`src/rtl/smtm_pkg.sv`:
```
package smtm_pkg;

  localparam int unsigned DataW          = 16;
  localparam int unsigned WindowSizeDef  = 16;
  localparam int unsigned CenterTaps     = 5;
  // Sum of five 16-bit values fits in 19 bits.
  localparam int unsigned SumW           = 19;
  // floor(s / 5) == (s * 419431) >> 21 for every s below 2^19.
  localparam int unsigned RecipW         = 19;
  localparam logic [RecipW-1:0] Recip5   = 19'd419431;
  localparam int unsigned RecipShift     = 21;
  localparam int unsigned ProdW          = SumW + RecipW;

  // Handed from cell i to cell i+1: the value cell i holds once the oldest
  // entry is taken out, and whether that value ranks below the new sample.
  typedef struct packed {
    logic [DataW-1:0] w;
    logic             lt;
  } smtm_link_t;

endpackage

```
`src/rtl/smtm_ram.sv`:
```
module smtm_ram #(
  parameter int unsigned Width = 16,
  parameter int unsigned Depth = 16
) (
  input  logic                     clk_i,
  input  logic                     we_i,
  input  logic [$clog2(Depth)-1:0] waddr_i,
  input  logic [Width-1:0]         wdata_i,
  input  logic [$clog2(Depth)-1:0] raddr_i,
  output logic [Width-1:0]         rdata_o
);

  logic [Width-1:0] mem_q [Depth];
  logic [Width-1:0] rdata_q;

  always_ff @(posedge clk_i) begin
    if (we_i) begin
      mem_q[waddr_i] <= wdata_i;
    end
    rdata_q <= mem_q[raddr_i];
  end

  assign rdata_o = rdata_q;

endmodule

```
`src/rtl/smtm_cell.sv`:
```
module smtm_cell (
  input  logic                           clk_i,
  input  logic                           rst_ni,
  input  logic                           en_i,
  input  logic [smtm_pkg::DataW-1:0]     sample_i,
  input  logic [smtm_pkg::DataW-1:0]     old_i,
  input  logic [smtm_pkg::DataW-1:0]     v_up_i,
  input  smtm_pkg::smtm_link_t           link_i,
  output smtm_pkg::smtm_link_t           link_o,
  output logic [smtm_pkg::DataW-1:0]     v_o
);
  import smtm_pkg::*;

  logic [DataW-1:0] v_q, v_d;
  logic [DataW-1:0] w;
  logic             lt;

  // Entries below the deleted one stay, entries above it move down one.
  assign w  = (v_q < old_i) ? v_q : v_up_i;
  assign lt = (w < sample_i);

  // Below the insertion point keep w, at it take the sample, above it
  // take the neighbor's w.
  always_comb begin
    if (lt) begin
      v_d = w;
    end else if (link_i.lt) begin
      v_d = sample_i;
    end else begin
      v_d = link_i.w;
    end
  end

  always_ff @(posedge clk_i or negedge rst_ni) begin
    if (!rst_ni) begin
      v_q <= '0;
    end else if (en_i) begin
      v_q <= v_d;
    end
  end

  assign link_o.w  = w;
  assign link_o.lt = lt;
  assign v_o       = v_q;

endmodule

```
`src/rtl/sliding_median_trimmed_mean_top.sv`:
```
// Sliding-window trimmed-mean filter.
// Request channel: sample_i with sample_valid_i / sample_ready_o. Each request
// replaces the oldest of WINDOW_SIZE stored samples. Result channel: filtered_o
// with filtered_valid_o / filtered_ready_i; one result per request, equal to
// the truncated mean of the five central ranked samples of the window.
// The window is kept sorted in a row of cells; each request shifts the row
// as a whole, deleting the oldest value (read from a ring buffer) and
// inserting the new one. Then the five center cells are summed, and the sum
// is divided by five with a reciprocal multiply.
// filtered_valid_o rises once the accepted request has passed the read,
// sum and multiply states and the output load. No new request is taken
// until the last one has walked through the accept, the ring-buffer read
// with the cell update, the sum, the multiply and the output load.
// sample_ready_o is high whenever the block is idle, even while a result
// waits; if the receiver stalls, the next request stops before the output
// register until the waiting result is taken.
// Reset: the window reads as all zeros and the write position is zero, so
// early results include those zeros; the output register is emptied.
module sliding_median_trimmed_mean_top #(
  parameter int unsigned WINDOW_SIZE = smtm_pkg::WindowSizeDef
) (
  input  logic                       clk_i,
  input  logic                       rst_ni,
  input  logic                       sample_valid_i,
  output logic                       sample_ready_o,
  input  logic [smtm_pkg::DataW-1:0] sample_i,
  output logic                       filtered_valid_o,
  input  logic                       filtered_ready_i,
  output logic [smtm_pkg::DataW-1:0] filtered_o
);
  import smtm_pkg::*;

  localparam int unsigned PosW = $clog2(WINDOW_SIZE);
  localparam int unsigned Mid  = WINDOW_SIZE / 2;

  typedef enum logic [2:0] {
    S_IDLE,
    S_READ,   // ring-buffer read data arrives, cells update
    S_SUM,    // add the five center cells
    S_MUL,    // reciprocal multiply
    S_OUT     // load the output register once it is free
  } state_e;

  state_e state_q;

  logic [PosW-1:0]        pos_q, pos_nxt;
  logic [WINDOW_SIZE-1:0] filled_q;   // ring entry written since reset
  logic [DataW-1:0]       sample_q;
  logic [SumW-1:0]        sum_q, sum_d;
  logic [ProdW-1:0]       prod_q;
  logic                   filtered_valid_q;
  logic [DataW-1:0]       filtered_q;

  logic [DataW-1:0]       ram_rdata;
  logic [DataW-1:0]       old_val;
  logic                   accept;
  logic                   cell_en;

  assign accept  = sample_valid_i && (state_q == S_IDLE);
  assign cell_en = (state_q == S_READ);
  assign pos_nxt = (pos_q == PosW'(WINDOW_SIZE - 1)) ? '0 : pos_q + 1'b1;

  // Ring buffer: read the entry about to be overwritten, write the new sample
  // in the following cycle. Entries never written read as zero.
  smtm_ram #(
    .Width (DataW),
    .Depth (WINDOW_SIZE)
  ) u_ring (
    .clk_i   (clk_i),
    .we_i    (cell_en),
    .waddr_i (pos_q),
    .wdata_i (sample_q),
    .raddr_i (pos_nxt),
    .rdata_o (ram_rdata)
  );

  assign old_val = filled_q[pos_q] ? ram_rdata : '0;

  // Sorted row of cells, ascending from index 0.
  smtm_link_t       link [WINDOW_SIZE+1];
  logic [DataW-1:0] vals [WINDOW_SIZE+1];

  // The bottom cell always sees "insert here" from below; the top cell sees
  // an all-ones neighbor so nothing ranks above it.
  assign link[0].w  = '0;
  assign link[0].lt = 1'b1;
  assign vals[WINDOW_SIZE] = '1;

  for (genvar i = 0; i < WINDOW_SIZE; i++) begin : g_cell
    smtm_cell u_cell (
      .clk_i    (clk_i),
      .rst_ni   (rst_ni),
      .en_i     (cell_en),
      .sample_i (sample_q),
      .old_i    (old_val),
      .v_up_i   (vals[i+1]),
      .link_i   (link[i]),
      .link_o   (link[i+1]),
      .v_o      (vals[i])
    );
  end

  assign sum_d = SumW'(vals[Mid-2]) + SumW'(vals[Mid-1]) + SumW'(vals[Mid])
               + SumW'(vals[Mid+1]) + SumW'(vals[Mid+2]);

  // Datapath registers, no reset needed.
  always_ff @(posedge clk_i) begin
    if (accept) begin
      sample_q <= sample_i;
    end
    if (state_q == S_SUM) begin
      sum_q <= sum_d;
    end
    if (state_q == S_MUL) begin
      prod_q <= ProdW'(sum_q) * ProdW'(Recip5);
    end
  end

  always_ff @(posedge clk_i or negedge rst_ni) begin
    if (!rst_ni) begin
      state_q          <= S_IDLE;
      pos_q            <= '0;
      filled_q         <= '0;
      filtered_valid_q <= 1'b0;
      filtered_q       <= '0;
    end else begin
      if (filtered_valid_q && filtered_ready_i) begin
        filtered_valid_q <= 1'b0;
      end
      unique case (state_q)
        S_IDLE: begin
          if (sample_valid_i) begin
            pos_q   <= pos_nxt;
            state_q <= S_READ;
          end
        end
        S_READ: begin
          filled_q[pos_q] <= 1'b1;
          state_q         <= S_SUM;
        end
        S_SUM: begin
          state_q <= S_MUL;
        end
        S_MUL: begin
          state_q <= S_OUT;
        end
        S_OUT: begin
          if (!filtered_valid_q || filtered_ready_i) begin
            filtered_valid_q <= 1'b1;
            filtered_q       <= prod_q[RecipShift +: DataW];
            state_q          <= S_IDLE;
          end
        end
        default: begin
          state_q <= S_IDLE;
        end
      endcase
    end
  end

  assign sample_ready_o   = (state_q == S_IDLE);
  assign filtered_valid_o = filtered_valid_q;
  assign filtered_o       = filtered_q;

endmodule

```
`config.mk`:
```
export PLATFORM = sky130hd
export DESIGN_NAME = sliding_median_trimmed_mean_top
export DESIGN_NICKNAME = d
export VERILOG_FILES = /design/src/rtl/smtm_pkg.sv /design/src/rtl/smtm_ram.sv /design/src/rtl/smtm_cell.sv /design/src/rtl/sliding_median_trimmed_mean_top.sv
export SDC_FILE = /design/constraint.sdc
export NUM_CORES = 2
export LEC_CHECK = 0
export ABC_AREA = 1
export BUFFER_PORTS_ARGS = -buffer_cell sky130_fd_sc_hd__buf_2
export CORE_MARGIN = 4
export CORE_UTILIZATION = 47
export DETAILED_ROUTE_END_ITERATION = 8
export PLACE_DENSITY = 0.71
export SYNTH_ARGS = -nofsm -noshare
export SYNTH_HDL_FRONTEND = slang
export SYNTH_SLANG_ARGS = --single-unit
```
`constraint.sdc`:
```
create_clock -name clk_i -period 5.9 [get_ports clk_i]
set_clock_uncertainty 0.05 [all_clocks]
set_input_delay 1.18 -clock clk_i [delete_from_list [all_inputs] [get_ports clk_i]]
set_output_delay 1.18 -clock clk_i [all_outputs]
set_load 0.05 [all_outputs]
```
==> run metrics <==
Rows 121; largest net degree at the start of global routing 149; GRT met1 Usage 38.63%; CTS buffer count 72; most common cell after layout, fill and taps aside nand2_1; CTS Hold Bufs 0; MaxCap Viol Count 0; initial antenna violation count 2; #FFs+latches synth 619; HPWL after DPL 112900 um; CTS Buffer Depth 3; worst setup path start sum_q[9]$_DFFE_PN_; fraction of layout cells with a size suffix above 1 7.666%; arrival time of the worst setup path 6080 ps; Finished Layout Cells 8236; CP Class register to register; fmax 174.6 MHz; Period minus WS final 5726 ps; most frequent cells in the layout nand2_1 (1472), inv_1 (978), nand3_1 (793); vias in the first global route 44700; worst hold-check path type register to register; CTS H-tree lvls 3; Fillers 10140; Setup TNS 0 ps; post-synth top area share 17.68%; Via density 5.701; Hold Vio Cnt, Final 0; initial DRC count 4826; Post-Syn Nets 7533; CP Capture Type register; root buffer cell clkbuf_16; Post-synth EDFFs 307; Die Span X 341.1 um; Cells after Synth 6678; worst r2r src sum_q[9]$_DFFE_PN_; DR pass1 iterations 9; DIE AREA 0.1164 sq mm; Top Usage Layer GRT met2; Die Span Y 341.1 um; CP max FO 4; register area share after synthesis 32.49%; share of flip-flops with an asynchronous set or reset 47.82%; Worst EP required 6260 ps; WL/cell 19.95 um; Distinct cells, synth 45; CTS tree yes; clk_lat worst skew 670 ps; Fin Hold WS 408.2 ps; top post-synthesis cells by area edfxtp_1 (18%), ha_1 (16%), dfrtp_1 (14%); first-pass GRT wire length 255800 um; final setup fails 0; Final ANT Viol Nets 0; status complete, no violations; fin crit share 97.05%; final wirelength 164300 um; GR Util met3 4.965%; Layout area overhead 10.26%; initial core utilization 47.65%; Post-Place Cells 8089; GRT Resource Usage Total 27.75%; Worst Hold Launch filled_q[3]$_DFFE_PN0P_; Routability Congestion 0.9354; DRC errors left 0; cell accounting for the most synthesized area edfxtp_1; number of top-level pins 38; Post-synth top flop edfxtp_1; Synth Warn # 0; syn_area_per_cell 7.810 sq um; grt total ovfl 0; Core Area 0.1095 sq mm; Final Max Tran Viols 0; clock-pin slew on the worst setup and hold paths 60 ps; Nets 7553; PortBufs 37; met2 Use GR 42.99%; Worst Setup Start Kind register; Mapped Area 0.05216 sq mm; Slew @ Worst Pin 1281 ps; Rel. slew slack 14.53%; clock sink count 619; routed vias 46950
[metal layers]
metal  wire, um  vias to the layer above
li1           -                    22150
met1      69680                    22340
met2      72560                     2058
met3      14880                      408
met4       7173                        2
met5         19                        -
[registers in the layout, indices dropped and copies added, names as in the netlist]
register           count
g_cell.u_cell.v_o    256
filled_q              16
sample_q              16
state_q                3
filtered_valid_o       1
sum_q                 19
prod_q                16
u_ring.rdata_o        16
u_ring.mem_q         256
filtered_o            16
pos_q                  4
[logic make-up (layout without fill, tap and decap cells)]
family,Yosys count,after routing,synth area share (%)
AO/OA/AOI/OAI,990,990,10.62
XOR/XNOR,43,43,0.7221
adder cells (fa/ha/maj),835,835,22.55
buffers and inverters,1296,1375,9.812
flip-flops,619,619,32.49
multiplexers,30,30,0.6477
other,0,3,0
AND/OR/NAND/NOR,2865,2865,23.16
[layout make-up]
class | instances | area, sq um | area share (%)
inverter | 992 | 3732 | 6.490
multi-input combinational | 4763 | 30520 | 53.08
timing repair buffer | 250 | 1999 | 3.477
clock buffer | 107 | 2054 | 3.572
antenna | 3 | 7.507 | 0.01305
clock inverter | 26 | 399.1 | 0.6940
sequential | 619 | 16950 | 29.47
tap | 1476 | 1847 | 3.211
[through the flow]
| stage | setup WS (ps) | util [%] | area, sq um |
|---|---|---|---|
| floorplan | 35.69 | - | 52160 |
| global placement | -114.8 | 49.88 | 54600 |
| detailed placement | -184.5 | 49.88 | 54600 |
| CTS | -16.68 | 52.14 | 57070 |
| global route | -43.18 | 52.53 | 57500 |
| finish | 174.0 | 52.54 | 57510 |
[Yosys cell counts, types with 25 or more instances]
cell type and instances:
fa_1 175, a21oi_1 393, o221ai_1 27, inv_1 982
buf_2 61, o22ai_1 27, nand4_1 36, o21ai_0 393
nor3_1 25, nand3_1 793, edfxtp_1 307, dfrtp_1 296
a211oi_1 52, xor2_1 34, mux2_2 30, clkbuf_1 191
nor2_1 480, nand2_1 1483, ha_1 660
[worst paths after layout]
check | to | slack (ps) | cells past startpoint
min | filled_q[3]$_DFFE_PN0P_ | 410 | 2
max | prod_q[34]$_DFFE_PP_ | 170 | 25
min in group asynchronous | g_cell[13].u_cell.v_o[4]$_DFFE_PN0P_ | 510 | 1
min reg2reg | filled_q[3]$_DFFE_PN0P_ | 410 | 2
max in group asynchronous | g_cell[6].u_cell.v_o[14]$_DFFE_PN0P_ | 4000 | 2
max reg2reg | prod_q[34]$_DFFE_PP_ | 170 | 25
[timing repair]
action / CTS / global route
buffers inserted: 1 / 10
gates resized for setup: 5 / 80
endpoints found under the setup margin: 21 / 223
endpoints found under the hold margin: 0 / 0
pin swaps: 0 / 15
[worst max-delay path, stage by stage (launching register included)]
cell and delay [ps]:
edfxtp_1 510, ha_4 220, buf_4 130, fa_1 480
inv_1 50, fa_1 490, inv_1 60, fa_1 470
fa_1 490, inv_1 50, fa_1 530, inv_1 80
ha_4 290, nand2_2 60, nor2_2 100, o21ai_1 80
nand2_1 70, a31oi_2 50, o21ai_2 210, a31oi_4 140
buf_6 150, o31ai_4 230, nand2_1 80, o211ai_1 130
a21oi_1 120, xor2_1 150
Power is not shown: default switching activity piles up to over one toggle a cycle in this logic, so the estimate is an artifact.
